`src/hw/rtl/sest_pkg.sv`:
```
`default_nettype none

package sest_pkg;

    // geometry defaults and fixed field width
    localparam int unsigned ROWS_DEF = 512;
    localparam int unsigned COLS_DEF = 512;
    localparam int unsigned FIELD_W  = 9;

    // operation codes on the request channel
    localparam logic [1:0] OP_CLEAR = 2'd0;
    localparam logic [1:0] OP_ADD   = 2'd1;
    localparam logic [1:0] OP_READ  = 2'd2;

    // command classes handed from front to back
    typedef enum logic [1:0] {
        CMD_ZERO,
        CMD_CLEAR,
        CMD_EDGE,
        CMD_READ
    } t_cmd_kind;

    // classified command, endpoints already ordered by row
    typedef struct packed {
        t_cmd_kind            kind;
        logic [FIELD_W-1:0]   row;      // first row of an edge, or the row read
        logic [FIELD_W-1:0]   y_high;   // walk stops before this row
        logic [FIELD_W-1:0]   x_low;
        logic [FIELD_W-1:0]   dx_mag;
        logic                 dx_neg;
        logic [FIELD_W-1:0]   dy;
    } t_cmd;

    // divider result toward the back end
    typedef struct packed {
        logic                 done;
        logic [FIELD_W-1:0]   quo;
        logic [FIELD_W-1:0]   rem;
    } t_div_res;

    // back end sequencer states
    typedef enum logic [2:0] {
        BK_INIT,
        BK_IDLE,
        BK_CLEAR,
        BK_DIV,
        BK_WALK,
        BK_READ,
        BK_EMIT
    } t_back_state;

endpackage

`default_nettype wire

```
`src/hw/rtl/sest_fifo.sv`:
```
`default_nettype none

module sest_fifo (
    input  wire logic            i_clk,
    input  wire logic            i_rst_n,
    input  wire logic            i_push_valid,
    output logic                 o_push_ready,
    input  wire sest_pkg::t_cmd  i_push_cmd,
    output logic                 o_pop_valid,
    input  wire logic            i_pop,
    output sest_pkg::t_cmd       o_pop_cmd
);

    sest_pkg::t_cmd r_mem [2];
    logic           r_wr_ptr;
    logic           n_wr_ptr;
    logic           r_rd_ptr;
    logic           n_rd_ptr;
    logic [1:0]     r_count;
    logic [1:0]     n_count;
    logic           push;
    logic           pop;

    assign o_push_ready = (r_count != 2'd2);
    assign o_pop_valid  = (r_count != 2'd0);
    assign o_pop_cmd    = r_mem[r_rd_ptr];
    assign push         = i_push_valid && o_push_ready;
    assign pop          = i_pop && o_pop_valid;

    // pointer and fill count
    always_comb begin
        n_wr_ptr = push ? ~r_wr_ptr : r_wr_ptr;
        n_rd_ptr = pop  ? ~r_rd_ptr : r_rd_ptr;
        n_count  = r_count;
        if (push && !pop) begin
            n_count = r_count + 2'd1;
        end else if (pop && !push) begin
            n_count = r_count - 2'd1;
        end
    end

    always_ff @(posedge i_clk) begin
        if (!i_rst_n) begin
            r_wr_ptr <= 1'b0;
            r_rd_ptr <= 1'b0;
            r_count  <= 2'd0;
        end else begin
            r_wr_ptr <= n_wr_ptr;
            r_rd_ptr <= n_rd_ptr;
            r_count  <= n_count;
        end
    end

    // entry storage
    always_ff @(posedge i_clk) begin
        if (push) begin
            r_mem[r_wr_ptr] <= i_push_cmd;
        end
    end

endmodule

`default_nettype wire

```
`config.mk`:
```
export PLATFORM = sky130hd
export DESIGN_NAME = sest_fifo
export DESIGN_NICKNAME = d
export VERILOG_FILES = /design/src/hw/rtl/sest_pkg.sv /design/src/hw/rtl/sest_fifo.sv
export SDC_FILE = /design/constraint.sdc
export NUM_CORES = 1
export LEC_CHECK = 0
export ABC_CLOCK_PERIOD_IN_PS = 2850
export BUFFER_PORTS_ARGS = -buffer_cell sky130_fd_sc_hd__buf_4
export CORE_MARGIN = 1.5
export CORE_UTILIZATION = 51
export CTS_CLUSTER_SIZE = 30
export DETAILED_ROUTE_END_ITERATION = 6
export PLACE_DENSITY = 0.78
export SLEW_MARGIN = 20
export SYNTH_ARGS = -nofsm -noshare
export SYNTH_HDL_FRONTEND = slang
export SYNTH_SLANG_ARGS = --single-unit
```
`constraint.sdc`:
```
create_clock -name i_clk -period 2.85 [get_ports i_clk]
set_input_delay 0.7125 -clock i_clk [delete_from_list [all_inputs] [get_ports i_clk]]
set_output_delay 0.7125 -clock i_clk [all_outputs]
set_load 0.02 [all_outputs]
```
---- After elaboration in Yosys (flattened, before gate mapping) ----
Memory sizes are Yosys's and may differ from the RTL's. A register that Yosys moved wholly into a read port is not among the register bits.
Index checks and enable logic that the tools add are counted.
Widths: inputs -> output; s select.
word-level totals
  memories kept ........................... 1
  bits of input ports ..................... 52
  bits in writable memories ............... 96
  output and inout bits ................... 50
  register bits ........................... 4
memory list
  memory  words  width  read ports  clocked after memory_dff  wr ports  line             RTL
  r_mem   2      48     1           1                         1         sest_fifo.sv:14  sest_pkg::t_cmd r_mem [2];
cells by class
  eq/ne operators ......................... 1
  $add $sub $neg .......................... 2
  reductions and logical operators ........ 8
  bitwise operators ....................... 2
  multiplexer cells ....................... 6
operators with widths
  operator             count
  $logic_and 1x1->1    4
  $mux 1               4
  $mux 2               2
  $reduce_bool 2->1    2
  $add 2x1->2 const B  1
  $logic_not 1->1      2
  $ne 2x2->1 const B   1
  $not 1->1            2
  $sub 2x1->2 const B  1

---- Logic depth before layout (Yosys ltp) ----
Gate-level depths: netlist (run 1).
  word-level depth ........................ 6
  mapped depth ............................ 6

---- Worst setup path after synthesis (run 1) ----
OpenSTA, ideal clock, no wires.
  path type ............................... input port to flip-flop
  start ................................... input i_push_valid
  end ..................................... memory r_mem[1][0] (netlist name) (enable)
  arrival time ............................ 1,907 ps
  stages .................................. 1
  required time ........................... 2,439 ps
  path slack .............................. 533 ps
  cells stage by stage .................... and3_1
on the way
  longest elaborated chain between the ends .. 3
RTL lines
  element                       line             RTL
  start, declared               sest_fifo.sv:6   input wire logic i_push_valid,
  $logic_and 1x1->1             sest_fifo.sv:27  assign push = i_push_valid && o_push_ready;
  $mux 1                        sest_fifo.sv:56  if (push) begin
  $mux 1 (not written as such)  sest_fifo.sv:57  r_mem[r_wr_ptr] <= i_push_cmd;
  end, declared                 sest_fifo.sv:14
Every way passes these cells.

==> impl_metrics.json, run 1 <==
{
  "tns_ns": 0,
  "syn_area_per_cell_um2": 21.4,
  "place_area_um2": 4600,
  "cp.required_ns": 2.14,
  "syn_inst": 173,
  "irDropWorstVdd_v": 0.000512,
  "syn_to_final_growth_pct": 29.1,
  "start_util_pct": 53.7,
  "place_ws_ns": 0.887,
  "status": "complete, no violations",
  "grt_use_total_pct": 16.5,
  "wirelength_um": 6370,
  "yosys_warnings": 0,
  "antenna_found_initial": 0,
  "place_congestion": 0.686,
  "initialDrtViolationCount": 75,
  "maxCapViolations": 0,
  "end_kind": "output port",
  "cp.arrival_ns": 1.62,
  "clock_path_buffers": 2,
  "synthFlopType": "edfxtp_1",
  "clk_pin_slew_ns": 0.09,
  "skew_ns": 0.00457,
  "dr.pass1.iters": 4,
  "layout-drive-gt1-share_pct": 60.2,
  "fin_crit_ns": 2.33,
  "p_leak_nw": 1.78,
  "die-area_um2": 7790,
  "cts_resized": 0,
  "hold_start": "i_push_cmd[11]",
  "min_path_type": "input pin to flop",
  "worstMarginPinSlew_ns": 0.422,
  "ant_nets": 0,
  "dp_hpwl_um": 4330,
  "grt_max_degree": 35,
  "finalCritPeriodShare_pct": 81.8,
  "r2r_cells": 4,
  "synth_area_um2": 3710,
  "rsz0062_at_grt": "false",
  "cts_tree": "done",
  "io_pins": 102,
  "root_buffer": "clkbuf_8",
  "synth_top_cell_by_area": "edfxtp_1",
  "grt_pass1_wl_um": 9260,
  "core-area_um2": 6910,
  "insertion_delay_ns": 0.35,
  "grt_pass1_vias": 1893,
  "post-synth-top-count-cell": "edfxtp_1",
  "cts_setup_buffers": 0,
  "ys_seq_elements": 101,
  "worst_slack_ns": 0.519,
  "htree_levels": 3,
  "place_inst": 370,
  "regArea_um2": 2980,
  "cts_buffers": 9,
  "drcViolationCount": 0,
  "synth_top_area_share_pct": 77.8,
  "synth_edf_count": 96,
  "finalHoldViolations": 0,
  "ys_seq_area_share_pct": 80.5,
  "via_per_inst": 4.94,
  "total_power_w": 0.00410,
  "fillCellCount": 468,
  "synth.distinct_cells": 21,
  "slew_headroom_pct": 71.8,
  "critPathMaxFanout": 31,
  "rows": 30,
  "grt.overflow.total": 0,
  "final_cells": 385,
  "antennaDiodeCount": 0,
  "port_buffers": 101,
  "syn_nets": 226,
  "synthTopCellsByArea": "edfxtp_1 78%, mux2_2 15%, dfxtp_1 2.7%",
  "nets": 338,
  "power_density_nw_per_um2": 857,
  "wire_per_inst_um": 16.6,
  "fin_area_um2": 4790,
  "synthTopCellsByCount": "96 x edfxtp_1, 48 x mux2_2, 5 x dfxtp_1",
  "synthArstFlopShare_pct": 0,
  "fmax_mhz": 429,
  "setup-violations-final": 0,
  "r2r_slack_ns": 1.24,
  "die_h_um": 88.2,
  "die_w_um": 88.2,
  "worstReg2RegStart": "r_count[0]$_SDFFE_PN0P_",
  "critical_path_class": "flop to output port",
  "hold-path-cell-count": 1,
  "startpoint_type": "flop",
  "detailroute.via_count": 1903,
  "multi_input_area_um2": 681,
  "finalMaxSlewViolations": 0,
  "hold_buffers": 0,
  "cts_num_sinks": 101
}
## placed cells by master, fill, tap and decap left out, drive strengths merged
cell	Yosys	routed
nand3b	1	1
dfxtp	5	5
ha	1	1
nand2b	1	1
o21ai	2	2
or3	1	1
xor2	1	1
mux2	48	48
bufinv	0	1
clkbuf	0	10
or2	1	1
a21boi	2	2
and2	4	4
and3	1	1
buf	5	106
edfxtp	96	96
a21bo	1	1
xnor2	2	2
inv	1	2
clkinvlp	0	3
## worst paths after layout
kind | end
worst max-delay path | o_pop_cmd[18]
worst min-delay path | r_mem[1][11]$_DFFE_PP_
worst max register to register | r_mem[0][2]$_DFFE_PP_
worst min register to register | r_count[1]$_SDFFE_PN0P_
## power breakdown
| part | switching [W] | internal (W) |
|---|---|---|
| sequential | 0.0000612 | 0.00185 |
| combinational | 0.000698 | 0.000633 |
| clock | 0.000452 | 0.000404 |
## cells by family after synthesis
kind of cell,count (synthesis),synth area share (%)
simple gates,9,1.76
fa+ha+maj,1,0.338
compound gates,5,0.945
xor+xnor,3,0.709
mux,48,14.6
flops,101,80.5
buf+inv,6,1.18
## cell type report
type,instances,share of cell area (%)
Clock buffer,10,2.67
Clock inverter,5,1.28
Inverter,1,0.0784
Multi-Input combinational cell,66,14.2
Sequential cell,101,62.4
Tap cell,96,2.51
Timing Repair Buffer,106,16.9
## sequential cells by signal (all words and copies together), names as in the netlist, named ones only
register  count
r_rd_ptr      1
r_count       2
r_wr_ptr      1
r_mem        96
## critical path: stages, from the launching register on
cell,delay (ns)
dfxtp_2,0.33
buf_4,0.37
mux2_2,0.41
buf_4,0.16
## metrics by stage
stage / utilization [%] / hold slack [ns]
finish: 69.3 / 0.544
global route: 69.3 / 0.523
CTS: 69.3 / 0.530
detailed placement: 66.6 / 0.556
global placement: 66.6 / 0.537
floorplan: - / 0.512
## metal layers
| layer | routed length (um) | GRT usage (%) |
|---|---|---|
| met3 | 461 | 5.22 |
| met1 | 2660 | 21.0 |
| met4 | 95 | 7.67 |
| met2 | 3160 | 26.2 |
| met5 | 0 | 0 |
No activity file was read; power rests on OpenSTA's default activity.
==> run 2: changes to the inputs <==
ABC_CLOCK_PERIOD_IN_PS = 2300   (was 2850)
clock period = 2.3 ns   (was 2.85 ns; I/O delays follow)
==> impl_metrics.json, run 2 (same netlist as run 1, synthesis figures left out) <==
{
  "insertion_delay_ns": 0.36,
  "port_buffers": 101,
  "hold_buffers": 0,
  "detailroute.via_count": 1926,
  "cts_buffers": 9,
  "irDropWorstVdd_v": 0.000611,
  "critical_path_class": "flop to output port",
  "min_delay_worst_endpoint": "r_mem[1][27]$_DFFE_PP_",
  "rows": 30,
  "crit_path_cell_trace": "buf_4 > mux2_2 > buf_4",
  "core-area_um2": 6910,
  "wl_met2_um": 3190,
  "p_leak_nw": 1.77,
  "clk_pin_slew_ns": 0.09,
  "most-common-layout-cells": "107 x buf_4, 96 x edfxtp_1, 48 x mux2_2, 9 x clkbuf_8",
  "cts_num_sinks": 101,
  "worstMarginPinSlew_ns": 0.396,
  "cts_tree": "done",
  "die-area_um2": 7790,
  "rsz0062_at_grt": "false",
  "r2r_slack_ns": 0.74,
  "top_regs": "r_mem: 96 flops, r_count: 2 flops",
  "setup-violations-final": 0,
  "cp.arrival_ns": 1.60,
  "critical_path_buf_inv_count": 2,
  "cp_top_family": "buffers and inverters",
  "grt_pass1_wl_um": 9090,
  "worstReg2RegEnd": "r_count[1]$_SDFFE_PN0P_",
  "final_cells": 387,
  "grt_use_total_pct": 16.5,
  "cts_setup_buffers": 0,
  "htree_levels": 3,
  "largest-register": "r_mem",
  "grt_pass1_vias": 1941,
  "syn_to_final_growth_pct": 28.5,
  "total_power_w": 0.00497,
  "wl_met1_um": 2540,
  "grt_max_degree": 30,
  "intPower_w": 0.00347,
  "slowest_stage": "mux2_2",
  "dp_hpwl_um": 4270,
  "clkPwrFrac_pct": 19.4,
  "r2r_cells": 5,
  "status": "complete, no violations",
  "place_inst": 371,
  "cts_resized": 0,
  "hold_start": "i_push_cmd[27]",
  "cp.required_ns": 1.73,
  "slew_headroom_pct": 73.6,
  "end_kind": "output port",
  "min_path_type": "input pin to flop",
  "wl_met3_um": 399,
  "antennaDiodeCount": 0,
  "crit_top_cell": "buf_4",
  "p_switching_w": 0.00150,
  "antenna_found_initial": 0,
  "via_per_inst": 4.98,
  "initialDrtViolationCount": 97,
  "swShare_pct": 30.1,
  "worstReg2RegStart": "r_count[0]$_SDFFE_PN0P_",
  "fillCellCount": 503,
  "fin_crit_ns": 2.18,
  "dr.max_layer_used": "met4",
  "finalCritPeriodShare_pct": 94.7,
  "critPathMaxFanout": 29,
  "tns_ns": 0,
  "startpoint_type": "flop",
  "fmax_mhz": 459,
  "holdWs_ns": 0.394,
  "start_util_pct": 53.7,
  "grt.overflow.total": 0,
  "drcViolationCount": 0,
  "hold-path-cell-count": 1,
  "power_density_nw_per_um2": 1040,
  "finalMaxSlewViolations": 0,
  "layout-drive-gt1-share_pct": 59.8,
  "die_w_um": 88.2,
  "die_h_um": 88.2,
  "ant_nets": 0,
  "finalHoldViolations": 0,
  "largest_reg_flops": 96,
  "dr.pass1.iters": 4,
  "wire_per_inst_um": 16.1,
  "seqPwrFrac_pct": 47.6,
  "io_pins": 102,
  "slowest_delay_ns": 0.40,
  "nets": 339,
  "wirelength_um": 6250,
  "clock_path_buffers": 2,
  "maxCapViolations": 0,
  "place_congestion": 0.663,
  "skew_ns": 0.00949,
  "power_frac_comb_pct": 33.0,
  "root_buffer": "clkbuf_8",
  "final_common_cell": "buf_4"
}
[run 2: changes by cell type in the layout (fill, tap and decap cells not counted), sizes merged]
cell / delta
clkinvlp: -2
clkinv: +4
inv: -1
buf: +1
clkbuf: +1
bufinv: -1
[run 2: power by group through the flow]
stage,clock network (W),registers [W],logic [W]
floorplan,0,0.00240,0.00104
global placement,0,0.00240,0.00164
detailed placement,0,0.00241,0.00166
CTS,0.000998,0.00237,0.00167
global route,0.00108,0.00239,0.00173
finish,0.000964,0.00237,0.00164
[run 2: area by class of cell]
type | count | area, um^2 | share of cell area (%)
flip-flops and latches | 101 | 2980 | 62.7
multi-input cells | 66 | 681 | 14.3
well taps | 96 | 120 | 2.52
repair buffers | 107 | 803 | 16.9
inverters | 1 | 3.75 | 0.0788
clock buffers | 11 | 131 | 2.76
clock inverters | 5 | 37.5 | 0.788
[run 2: worst max path at each step]
stage,start,to,slack [ns],depth (start not counted)
6_report,flop,o_pop_cmd[44],0.12,3
4_1_cts,flop,o_pop_cmd[44],0.09,3
5_1_grt,flop,o_pop_cmd[32],0.05,3
3_3_place_gp,flop,o_pop_cmd[44],0.51,3
2_1_floorplan,r_count[0]$_SDFFE_PN0P_,r_mem[1][0]$_DFFE_PP_,0.09,2
3_5_place_dp,flop,o_pop_cmd[44],0.49,3
[run 2: per-stage QoR]
| step | setup slack [ns] | utilization [%] | cell area [um^2] |
|---|---|---|---|
| 5_1_grt | 0.0459 | 68.9 | 4760 |
| 3_5_place_dp | 0.490 | 66.5 | 4590 |
| 2_1_floorplan | 0.0927 | - | 3710 |
| 3_3_place_gp | 0.505 | 66.5 | 4590 |
| 6_report | 0.121 | 68.9 | 4760 |
| 4_1_cts | 0.0940 | 68.9 | 4760 |
[run 2: layer usage]
metal,track usage [%],up-vias
met3,5.41,8
met1,19.1,952
met5,0,-
met2,27.5,66
li1,-,900
met4,8.52,0
