<file path="src/hw/rtl/sest_pkg.sv">
`default_nettype none

package sest_pkg;

    // geometry defaults and fixed field width
    localparam int unsigned ROWS_DEF = 512;
    localparam int unsigned COLS_DEF = 512;
    localparam int unsigned FIELD_W  = 9;

    // operation codes on the request channel
    localparam logic [1:0] OP_CLEAR = 2'd0;
    localparam logic [1:0] OP_ADD   = 2'd1;
    localparam logic [1:0] OP_READ  = 2'd2;

    // command classes handed from front to back
    typedef enum logic [1:0] {
        CMD_ZERO,
        CMD_CLEAR,
        CMD_EDGE,
        CMD_READ
    } t_cmd_kind;

    // classified command, endpoints already ordered by row
    typedef struct packed {
        t_cmd_kind            kind;
        logic [FIELD_W-1:0]   row;      // first row of an edge, or the row read
        logic [FIELD_W-1:0]   y_high;   // walk stops before this row
        logic [FIELD_W-1:0]   x_low;
        logic [FIELD_W-1:0]   dx_mag;
        logic                 dx_neg;
        logic [FIELD_W-1:0]   dy;
    } t_cmd;

    // divider result toward the back end
    typedef struct packed {
        logic                 done;
        logic [FIELD_W-1:0]   quo;
        logic [FIELD_W-1:0]   rem;
    } t_div_res;

    // back end sequencer states
    typedef enum logic [2:0] {
        BK_INIT,
        BK_IDLE,
        BK_CLEAR,
        BK_DIV,
        BK_WALK,
        BK_READ,
        BK_EMIT
    } t_back_state;

endpackage

`default_nettype wire

</file>
<file path="src/hw/rtl/sest_if.sv">
`default_nettype none

// request channel
interface sest_req_if;
    logic       valid;
    logic       ready;
    logic [1:0] operation;
    logic [8:0] x_start;
    logic [8:0] y_start;
    logic [8:0] x_end;
    logic [8:0] y_end;
    logic [8:0] row;

    modport source (
        output valid, operation, x_start, y_start, x_end, y_end, row,
        input  ready
    );
    modport sink (
        input  valid, operation, x_start, y_start, x_end, y_end, row,
        output ready
    );
endinterface


`default_nettype wire

</file>
<file path="src/hw/rtl/sest_front.sv">
`default_nettype none

module sest_front #(
    parameter int unsigned ROWS = sest_pkg::ROWS_DEF
) (
    sest_req_if.sink      i_req,
    output logic          o_push_valid,
    input  logic          i_push_ready,
    output sest_pkg::t_cmd o_cmd
);

    logic                           swap;
    logic [sest_pkg::FIELD_W-1:0]   xl;
    logic [sest_pkg::FIELD_W-1:0]   xh;
    logic [sest_pkg::FIELD_W-1:0]   yl;
    logic [sest_pkg::FIELD_W-1:0]   yh;
    logic [sest_pkg::FIELD_W-1:0]   dy;
    logic                           neg;

    // handshake passes straight to the queue
    assign o_push_valid = i_req.valid;
    assign i_req.ready  = i_push_ready;

    // order endpoints by row
    assign swap = (i_req.y_end < i_req.y_start);
    assign xl   = swap ? i_req.x_end   : i_req.x_start;
    assign yl   = swap ? i_req.y_end   : i_req.y_start;
    assign xh   = swap ? i_req.x_start : i_req.x_end;
    assign yh   = swap ? i_req.y_start : i_req.y_end;
    assign dy   = yh - yl;
    assign neg  = (xh < xl);

    // classify the beat
    always_comb begin
        o_cmd        = '0;
        o_cmd.kind   = sest_pkg::CMD_ZERO;
        o_cmd.x_low  = xl;
        o_cmd.y_high = yh;
        o_cmd.dy     = dy;
        o_cmd.dx_neg = neg;
        o_cmd.dx_mag = neg ? (xl - xh) : (xh - xl);
        o_cmd.row    = yl;
        unique case (i_req.operation)
            sest_pkg::OP_CLEAR: begin
                o_cmd.kind = sest_pkg::CMD_CLEAR;
            end
            sest_pkg::OP_ADD: begin
                // a horizontal edge touches nothing
                o_cmd.kind = (dy == '0) ? sest_pkg::CMD_ZERO : sest_pkg::CMD_EDGE;
            end
            sest_pkg::OP_READ: begin
                o_cmd.row  = i_req.row;
                o_cmd.kind = (32'(i_req.row) < ROWS) ? sest_pkg::CMD_READ
                                                     : sest_pkg::CMD_ZERO;
            end
            default: begin
                o_cmd.kind = sest_pkg::CMD_ZERO;
            end
        endcase
    end

endmodule

`default_nettype wire

</file>
<file path="src/flat_wrapper.sv">
// flat-port wrapper written by rule: the top's interface ports become plain ports
module sest_front_flat 
#(
    parameter int unsigned ROWS = sest_pkg::ROWS_DEF
)
  (o_push_valid, i_push_ready, o_cmd, i_req_valid, i_req_operation, i_req_x_start, i_req_y_start, i_req_x_end, i_req_y_end, i_req_row, i_req_ready);
  sest_req_if i_req_i ();
  output logic o_push_valid;
  input  logic i_push_ready;
  output sest_pkg::t_cmd o_cmd;
  input wire logic [$bits(i_req_i.valid)-1:0] i_req_valid;
  input wire logic [$bits(i_req_i.operation)-1:0] i_req_operation;
  input wire logic [$bits(i_req_i.x_start)-1:0] i_req_x_start;
  input wire logic [$bits(i_req_i.y_start)-1:0] i_req_y_start;
  input wire logic [$bits(i_req_i.x_end)-1:0] i_req_x_end;
  input wire logic [$bits(i_req_i.y_end)-1:0] i_req_y_end;
  input wire logic [$bits(i_req_i.row)-1:0] i_req_row;
  output wire logic [$bits(i_req_i.ready)-1:0] i_req_ready;
  assign i_req_i.valid = i_req_valid;
  assign i_req_i.operation = i_req_operation;
  assign i_req_i.x_start = i_req_x_start;
  assign i_req_i.y_start = i_req_y_start;
  assign i_req_i.x_end = i_req_x_end;
  assign i_req_i.y_end = i_req_y_end;
  assign i_req_i.row = i_req_row;
  assign i_req_ready = i_req_i.ready;
  sest_front #(.ROWS(ROWS)) u_core (.i_req(i_req_i), .o_push_valid(o_push_valid), .i_push_ready(i_push_ready), .o_cmd(o_cmd));
endmodule
</file>
<file path="config.mk">
export PLATFORM = sky130hd
export DESIGN_NAME = sest_front_flat
export DESIGN_NICKNAME = d
export VERILOG_FILES = /design/src/hw/rtl/sest_pkg.sv /design/src/hw/rtl/sest_if.sv /design/src/hw/rtl/sest_front.sv /design/src/flat_wrapper.sv
export SDC_FILE = /design/constraint.sdc
export NUM_CORES = 1
export LEC_CHECK = 0
export BUFFER_PORTS_ARGS = -buffer_cell sky130_fd_sc_hd__buf_4
export CELL_PAD_IN_SITES_DETAIL_PLACEMENT = 0
export CELL_PAD_IN_SITES_GLOBAL_PLACEMENT = 1
export CORE_AREA = 2 2 63 125
export DETAILED_ROUTE_END_ITERATION = 8
export DIE_AREA = 0 0 65 127
export PLACE_DENSITY_LB_ADDON = 0.08
export SETUP_SLACK_MARGIN = 0.4
export SLEW_MARGIN = 20
export SYNTH_ARGS = -nofsm -noshare
export SYNTH_HDL_FRONTEND = slang
export SYNTH_SLANG_ARGS = --single-unit
</file>
<file path="constraint.sdc">
create_clock -name vclk -period 6.5
set_clock_uncertainty 0.2 [all_clocks]
set_input_delay 0.975 -clock vclk [all_inputs]
set_output_delay 0.975 -clock vclk [all_outputs]
set_load 0.005 [all_outputs]
</file>
Word-level counts from Yosys, hierarchy flattened
Index checks and enable logic that the tools add are counted.

operators by class
  $add $sub $neg = 3
  $mul = 0
  div/mod/pow operators = 0
  magnitude comparators = 2
  eq/ne operators = 2
  shift operators = 0
  mux-type cells = 8
  bitwise gates (word level) = 0
  reduce and logical (&&, ||, !) cells = 2

operators with widths
  kind                count
  $mux 9              6
  $sub 9x9->9         3
  $lt 9x9->1          2
  $logic_not 9->1     1
  $pmux 2 s3          1
  $eq 2x1->1 const B  1
  $eq 2x2->1 const B  1
  $logic_not 2->1     1
  $mux 2              1

word-level totals
  flip-flop bits (word level) = 0
  bits in latches = 0
  memory bits (writable) = 0
  memory bits (read-only) = 0
  output and inout bits = 50
  logic and storage cells = 17
  memories kept = 0

Logic depth before layout (Yosys ltp)
Gate-level depths: netlist of the first run.

  word-level depth = 6
  mapped depth = 21

Worst setup path before layout of the first run
OpenSTA, ideal clock, no wires.

  path kind = in2out
  start point = in i_req_y_start[6]
  end point = out o_cmd[16] (netlist bit)
  arrival = 4.746 ns
  slack = 0.579 ns
  stages = 21
  path buffers = 3
  cell sequence = inv_1 -> ha_1 -> and2_1 -> o2111a_2 -> o2bb2ai_4 -> nand2_4 -> clkbuf_1 -> buf_1 -> clkbuf_1 -> nand2_1 -> nor2_1 -> a21oi_1 -> ha_1 -> nor2_1 -> a32oi_1 -> o41ai_1 -> nor2_1 -> a221oi_1 -> nand4b_1 -> a21o_1 -> o211ai_1

RTL lines
  item         line                source
  from (decl)  flat_wrapper.sv:14  input wire logic [$bits(i_req_i.y_start)-1:0] i_req_y_start;
  to (decl)    flat_wrapper.sv:10  output sest_pkg::t_cmd o_cmd;

==> results of run 1 <==
## per-layer routing
metal,up-vias,GRT usage (%),part of all wire [%],wire [µm]
li1,1639,-,-,-
met1,1463,19.5,31,2990
met2,109,48.8,60,5750
met3,33,0.704,3.3,316
met4,0,10.5,5.5,528
met5,-,0,0,0
## stage by stage
step | power (µW) | area (µm²) | utilization, %
floorplan | 235 | 2350 | -
CTS | 415 | 3140 | 43.5
global route | 454 | 3150 | 43.7
finish | 414 | 3150 | 43.7
detailed placement | 413 | 3140 | 43.5
global placement | 412 | 3140 | 43.5
## critical path, cell delays in order
cell	delay (ps)
buf_4	110
inv_1	90
ha_1	300
o21a_1	210
o2111a_2	280
o2bb2ai_4	300
nand2_4	140
a22oi_1	290
ha_1	200
inv_1	50
o221a_4	120
o21ai_4	150
xnor2_1	100
or4_1	540
or4_1	400
o32a_1	290
buf_4	130
## cell families after synthesis
kind of cell / synth area share (%)
fa+ha+maj: 6.83
mux: 1.33
xor+xnor: 4.48
simple gates: 39.2
compound gates: 40.1
buf+inv: 8.05
## cell type report
| type | count | area (µm²) |
|---|---|---|
| inverter | 24 | 90.1 |
| fill | 821 | 4060 |
| tap | 92 | 115 |
| timing repair buffer | 103 | 773 |
| multi-input combinational | 357 | 2170 |
## cells in the final DEF (no fill, tap or decap), drive strengths merged, types with 6 or more instances in the layout
cell type    n
a211oi       6
ha          12
or4          7
buf        103
nand3        9
xnor2        7
nor2        43
nand2b      15
nor2b       12
a221oi       6
a21oi       32
nand4        7
o21ai       44
nor3        13
nand2       70
inv         24
## power by group through the flow
| stage | clock, µW | sequential (µW) | combinational [µW] |
|---|---|---|---|
| finish | 0 | 0 | 414 |
| global placement | 0 | 0 | 412 |
| CTS | 0 | 0 | 415 |
| detailed placement | 0 | 0 | 413 |
| global route | 0 | 0 | 454 |
| floorplan | 0 | 0 | 235 |
## path summary, 6_finish.rpt
kind / endpoint / cells past startpoint
worst max-delay path: o_cmd[47] / 17
worst min-delay path: o_push_valid / 0
## repair_timing
| action | in CTS | in global routing |
|---|---|---|
| buffers inserted | 0 | 0 |
| resized for setup | 0 | 2 |
| hold buffers | 0 | 0 |
| endpoints found under the setup margin | 0 | 1 |
==> flow_metrics.tcl, run 1 <==
set metrics [dict create \
    startpoint_type "input pin" \
    detailedPlacementHpwl_mm 8.21 \
    vias_per_cell 5.63 \
    std_cell_rows 44 \
    area_growth_syn_to_layout_pct 34.2 \
    antenna_found_initial 0 \
    place_congestion 0.900 \
    period_share_pct 90.4 \
    synth.most_common_cell "nand2_1" \
    die_h_um 127 \
    clock_power_share_pct 0 \
    die-area_um2 8260 \
    initial_core_util_pct 32.5 \
    crit_fanout 10 \
    tightest_slew_ps 675 \
    whs_ps 1750 \
    outcome "complete, no violations" \
    finalSetupViolCount 0 \
    overflow 0 \
    fmax_mhz 170 \
    io_pins 99 \
    clock_buffers 0 \
    preCtsSetupSlack_ps 625 \
    p_sw_share_pct 53.8 \
    drt-initial-drc-count 190 \
    rsz0062_at_grt "no" \
    regArea_um2 0 \
    synth_nets 464 \
    max-vdd-ir-drop_v 0.0000552 \
    synth_area_leaders "nand2_1 (11%), o21ai_0 (7.9%), a21oi_1 (6.8%)" \
    synth_top_area_share_pct 11.0 \
    synthCells 403 \
    crit_arrival_ps 4700 \
    final.setup.worst_slack_ps 625 \
    wirelength_mm 9.59 \
    first_pass_iters 4 \
    synth_area_per_cell_um2 5.82 \
    min_period_ps 5880 \
    dp_cells 576 \
    yosys.area.top_type "nand2_1" \
    hold_path_class "in -> out" \
    combPwrFrac_pct 100.0 \
    grt_usage_pct 22.5 \
    antenna_left 0 \
    routedWlPerCell_um 16.7 \
    crit_type "in -> out" \
    max-cap-violations 0 \
    p_int_uw 191 \
    fin_setup_tns_ps 0 \
    yosys-top-cells-count "nand2_1 (69), nor2_1 (42), o21ai_0 (37)" \
    critPathCaptureType "output port" \
    slew_headroom_pct 54.7 \
    min_from "i_req_valid" \
    die_w_um 65 \
    critical_path_required_ps 5320 \
    switching_power_uw 223 \
    drv_slew 0 \
    startpoint "i_req_y_start[3]" \
    vias 3244 \
    grt_max_degree 21 \
    syn_area_um2 2350 \
    drive_gt1_share_pct 24.2 \
    route.detailed.drc 0 \
    io_buffers 95 \
    seq_area_frac_synth_pct 0 \
    seq_cell_count 0 \
    power.density_nw_per_um2 132 \
    p_leak_uw 0.00144 \
    p_seq_share_pct 0 \
    core_um2 7210 \
    yosysWarnings 0 \
    final_nets 547 \
    yosysUniqueCellTypes 61 \
    n_antenna_cell 0 \
    fin_cells 576 \
    grt_pass1_vias 3202 \
    grt_pass1_wl_mm 14.9 \
    hold_viol_final 0 \
]
Note: power is estimated with default switching activity, not from simulation.
==> run 2, diff against run 1 <==
- ABC_AREA: not set -> 1
- CORE_AREA: 2 2 63 125 -> 2 2 62 123
- DIE_AREA: 0 0 65 127 -> 0 0 64 125
==> run 2 against run 1 <==
Compared with the run above: critical path depth increased by 2; worst hold slack unchanged; synthesized cell count increased by 4.0%; synthesized area decreased by 12%; critical path type unchanged; final cell count increased by 3.1%; fmax increased by 7.6%; largest power group unchanged; die area decreased by 3.1%; total power decreased by 6.8%; utilization decreased by 4.1 points; sequential share of layout area unchanged; global-route usage decreased by 6.8 points.
==> flow_metrics.tcl, run 2 <==
set metrics [dict create \
    outcome "complete, no violations" \
    whs_ps 1750 \
    p_leak_uw 0.00173 \
    antenna_found_initial 0 \
    final_common_cell "nand2_1" \
    detailedPlacementHpwl_mm 5.56 \
    critPathCaptureType "output port" \
    holdBufCountCts 0 \
    grt_pass1_vias 2520 \
    yosysWarnings 0 \
    vias_per_cell 4.47 \
    core_um2 7100 \
    tightest_slew_ps 807 \
    clock_buffers 0 \
    cts_resized 0 \
    synth_area_per_cell_um2 4.95 \
    regArea_um2 0 \
    syn_area_um2 2070 \
    fmax_mhz 183 \
    route.detailed.drc 0 \
    seq_cell_count 0 \
    cts_setup_buffers 0 \
    max-vdd-ir-drop_v 0.0000520 \
    synthCells 419 \
    startpoint "i_req_y_end[7]" \
    routedWlPerCell_um 10.9 \
    yosys.area.top_type "nand2_1" \
    io_pins 99 \
    final_nets 565 \
    drive_gt1_share_pct 23.5 \
    finalSetupViolCount 0 \
    first_pass_iters 4 \
    critical_path_required_ps 5320 \
    max-cap-violations 0 \
    dp_cells 594 \
    synth_nets 480 \
    fin_setup_tns_ps 0 \
    antenna_left 0 \
    period_share_pct 84.0 \
    final_cell_mix "nand2_1 (173), buf_4 (95), inv_1 (69)" \
    drv_slew 0 \
    fin_cells 594 \
    yosysUniqueCellTypes 33 \
    seq_area_frac_synth_pct 0 \
    crit_arrival_ps 4290 \
    crit_fanout 51 \
    hold_viol_final 0 \
    min_period_ps 5460 \
    wirelength_mm 6.46 \
    synth.most_common_cell "nand2_1" \
    std_cell_rows 44 \
    die-area_um2 8000 \
    grt_max_degree 52 \
    postLayoutCoreUtil_pct 39.6 \
    area_growth_syn_to_layout_pct 35.6 \
    crit_end "o_cmd[18]" \
    synth_area_leaders "nand2_1 (31%), inv_1 (13%), xor2_1 (8.5%)" \
    die_h_um 125 \
    hold_path_class "in -> out" \
    grt_pass1_wl_mm 10.8 \
    die_w_um 64 \
    power.density_nw_per_um2 137 \
    rsz0062_at_grt "no" \
    fill_cells 822 \
    yosys-top-cells-count "nand2_1 (173), inv_1 (69), nand3_1 (24)" \
    overflow 0 \
    grt_usage_pct 15.7 \
    place_congestion 0.776 \
    io_buffers 95 \
    n_antenna_cell 0 \
    synth_top_area_share_pct 31.3 \
    slew_headroom_pct 46.0 \
    vias 2658 \
    crit_type "in -> out" \
    initial_core_util_pct 29.2 \
    startpoint_type "input pin" \
    drt-initial-drc-count 130 \
]
[run 2: cell types whose count changed after synthesis, sizes merged, moves of 11 or more]
cell,previous run,this run
a21oi,32,12
clkbuf,15,4
inv,24,73
nand2,70,178
nand2b,15,0
nand3,9,28
nor2,43,23
nor2b,12,0
nor3,13,2
o21ai,44,33
xor2,5,20
[run 2: how the worst min path moves through the flow]
stage | slack (ps) | cells past startpoint | endpoint | start
global route | 1750 | 0 | i_req_ready | i_push_ready
CTS | 1750 | 0 | i_req_ready | i_push_ready
finish | 1750 | 0 | i_req_ready | i_push_ready
floorplan | 1780 | 1 | o_cmd[46] | i_req_operation[0]
detailed placement | 1750 | 0 | i_req_ready | i_push_ready
global placement | 1750 | 0 | i_req_ready | i_push_ready
[run 2: report_power, final]
part | total [µW] | internal, µW | switching (µW)
Clock | 0 | 0 | 0
Combinational | 386 | 173 | 213
Sequential | 0 | 0 | 0
[run 2: metal layers]
metal  track usage (%)  part of all wire [%]  vias up
met4                 0                     0        0
li1                  -                     -     1476
met1              21.1                    47     1108
met3              2.16                   5.9        0
met2              27.8                    47       74
met5                 0                     0        -
[run 2: cell type report]
type	instances	area (µm²)	area share, %
inverter	73	277	9.84
timing repair buffer	95	713	25.4
multi-input combinational	334	1710	60.7
tap	92	115	4.10
[run 2: through the flow]
| step | setup WS (ps) | instance area, µm² | power (µW) |
|---|---|---|---|
| 6_report | 1040 | 2810 | 386 |
| 5_1_grt | 698 | 2810 | 439 |
| 4_1_cts | 1000 | 2810 | 394 |
| 3_5_place_dp | 1010 | 2810 | 392 |
| 3_3_place_gp | 990 | 2810 | 396 |
| 2_1_floorplan | 1970 | 2070 | 240 |
[run 2: cell families after synthesis]
logic type / count (synthesis) / synth area share, %
AND/OR/NAND/NOR: 249 / 51.3
buffers and inverters: 85 / 17.7
AO/OA/AOI/OAI: 52 / 14.9
XOR/XNOR: 21 / 8.88
adder cells (fa/ha/maj): 12 / 7.25
[run 2: worst max-delay path, cell delays in order]
cell,delay (ps)
buf_4,120
ha_1,370
nand2_1,130
inv_1,70
a21oi_4,370
nand3_4,480
o21ai_0,400
nand2_1,160
ha_1,200
or2_1,260
nand2_1,70
nand3_1,150
nand2_1,120
nand2_1,60
nand2_1,50
nand2_1,50
nand2_1,50
nand2_1,60
buf_4,130
==> run 3, diff against run 2 <==
- ABC_AREA: 1 -> 0
- CORE_AREA: 2 2 62 123 -> 2 2 63 125
- DIE_AREA: 0 0 64 125 -> 0 0 65 127
- clock period: 6.5 -> 5.25 ns (I/O delays scaled with it)
==> run 3 against run 2 <==
Compared with the run above: first-iteration DRC count fell by 36%; global-route usage increased by 8.2 points; clock-buffer cell count stayed put; via count up 26%; setup slack got worse by 810 ps; die area is 3.2% higher; final cell count is 0.51% higher; combinational power rose by 55%; final area grew 29%; sequential share of layout area is the same; critical endpoint is now o_cmd[47]; largest cell class unchanged; largest power group unchanged.
==> flow_metrics.tcl, run 3 (synthesis gave the netlist of run 1 again) <==
set metrics [dict create \
    cpMaxStageDelayCell "or4_1" \
    grt_pass1_vias 3310 \
    outcome "complete, no violations" \
    critPathCaptureType "output port" \
    crit_fanout 2 \
    final_common_cell "buf_4" \
    io_buffers 95 \
    area_growth_syn_to_layout_pct 54.2 \
    critical_path_required_ps 4260 \
    holdBufCountCts 0 \
    postPlaceCellArea_um2 3310 \
    top_layer "met4" \
    rsz0062_at_grt "yes" \
    p_int_uw 296 \
    cpPeakStageDelay_ps 510 \
    switching_power_uw 302 \
    final_nets 568 \
    detailedPlacementHpwl_mm 8.19 \
    startpoint_type "input pin" \
    fin_setup_tns_ps 0 \
    grt_usage_pct 23.8 \
    final_area_um2 3620 \
    cp_common_cell "or4_1" \
    io_pins 99 \
    dp_cells 584 \
    min_from "i_req_valid" \
    hold_viol_final 0 \
    dr_wl_met3_um 267 \
    die_w_um 65 \
    wl_met2_mm 6.33 \
    tightest_slew_ps 546 \
    drive_gt1_share_pct 34.3 \
    crit_type "in -> out" \
    antenna_found_initial 0 \
    place_congestion 0.924 \
    power_uw 598 \
    die-area_um2 8260 \
    drv_slew 0 \
    crit_chain "buf_6 > inv_4 > ha_4 > o21a_1 > o2111a_2 > a2bb2oi_4 > nor3_2 > a22oi_2 > ha_2 > inv_1 > o221a_4 > o21ai_4 > xnor2_2 > or4_1 > or4_1 > o32a_1 > buf_4" \
    finalSetupViolCount 0 \
    hold_path_class "in -> out" \
    combPwrFrac_pct 100.0 \
    n_antenna_cell 0 \
    overflow 0 \
    final_cell_mix "buf_4 (117), nand2_1 (68), nor2_1 (38)" \
    clock_buffers 0 \
    wirelength_mm 10.1 \
    grt_pass1_wl_mm 15.8 \
    initial_core_util_pct 32.5 \
    routedWlPerCell_um 17.0 \
    p_sw_share_pct 50.5 \
    clock_power_share_pct 0 \
    regArea_um2 0 \
    min_period_ps 5020 \
    final.setup.worst_slack_ps 231 \
    crit_arrival_ps 4030 \
    first_pass_iters 4 \
    wl_met1_mm 3.27 \
    std_cell_rows 44 \
    slew_headroom_pct 63.2 \
    seq_cell_count 0 \
    drt-initial-drc-count 83 \
    max-vdd-ir-drop_v 0.0000948 \
    antenna_left 0 \
    power.density_nw_per_um2 165 \
    min_delay_path_depth 0 \
    p_leak_uw 0.00160 \
    vias_per_cell 5.60 \
    core_um2 7210 \
    fin_cells 597 \
    grt_max_degree 23 \
    route.detailed.drc 0 \
    p_seq_share_pct 0 \
    max-cap-violations 0 \
    preCtsSetupSlack_ps 124 \
    vias 3341 \
    die_h_um 127 \
    fmax_mhz 199 \
    hold_end "o_push_valid" \
    period_share_pct 95.6 \
]
==> run 3: area by class of cell <==
cell class,instances,area [µm²]
Fill cell,783,3590
Inverter,24,97.6
Multi-Input combinational cell,357,2390
Tap cell,92,115
Timing Repair Buffer,124,1020
==> run 3: power by group through the flow <==
| stage | logic [µW] | registers, µW | clock network (µW) |
|---|---|---|---|
| 2_1_floorplan | 312 | 0 | 0 |
| 4_1_cts | 582 | 0 | 0 |
| 6_report | 598 | 0 | 0 |
| 5_1_grt | 653 | 0 | 0 |
| 3_5_place_dp | 541 | 0 | 0 |
| 3_3_place_gp | 540 | 0 | 0 |
==> run 3: what timing repair did <==
action / 4_1_cts / 5_1_grt
endpoints found under the setup margin: 8 / 8
cloned: 2 / 0
pin swaps: 13 / 18
buffers inserted: 6 / 5
gates resized for setup: 18 / 15
==> run 3: worst max path at each step <==
stage                     slack, ps         to             start  cells past startpoint
after detailed placement        120  o_cmd[47]  i_req_y_start[4]                     17
after floorplan                 390  o_cmd[16]  i_req_y_start[3]                     20
after CTS                       210  o_cmd[47]    i_req_y_end[5]                     16
after global routing            120  o_cmd[47]  i_req_y_start[3]                     17
final                           230  o_cmd[47]  i_req_y_start[3]                     17
after global placement          150  o_cmd[47]  i_req_y_start[3]                     17
==> run 3: through the flow <==
step	hold slack (ps)	util, %
final	1380	50.2
after global routing	1380	50.2
after detailed placement	1380	46.0
after global placement	1380	46.0
after CTS	1380	48.6
after floorplan	1410	-
==> run 3: worst max-delay path: cells and delay by family <==
kind                       cells  cell delay [ps]
adders and majority gates      2              360
buffers and inverters          4              340
xor gates and xnor gates       1              140
AOI/OAI and AO/OA              7             1320
and+or+nand+nor                3             1070
==> run 3: metal layers <==
metal / GRT usage (%) / vias to the layer above
li1: - / 1681
met1: 21.7 / 1554
met2: 52.3 / 82
met3: 1.14 / 24
met4: 6.76 / 0
met5: 0 / -
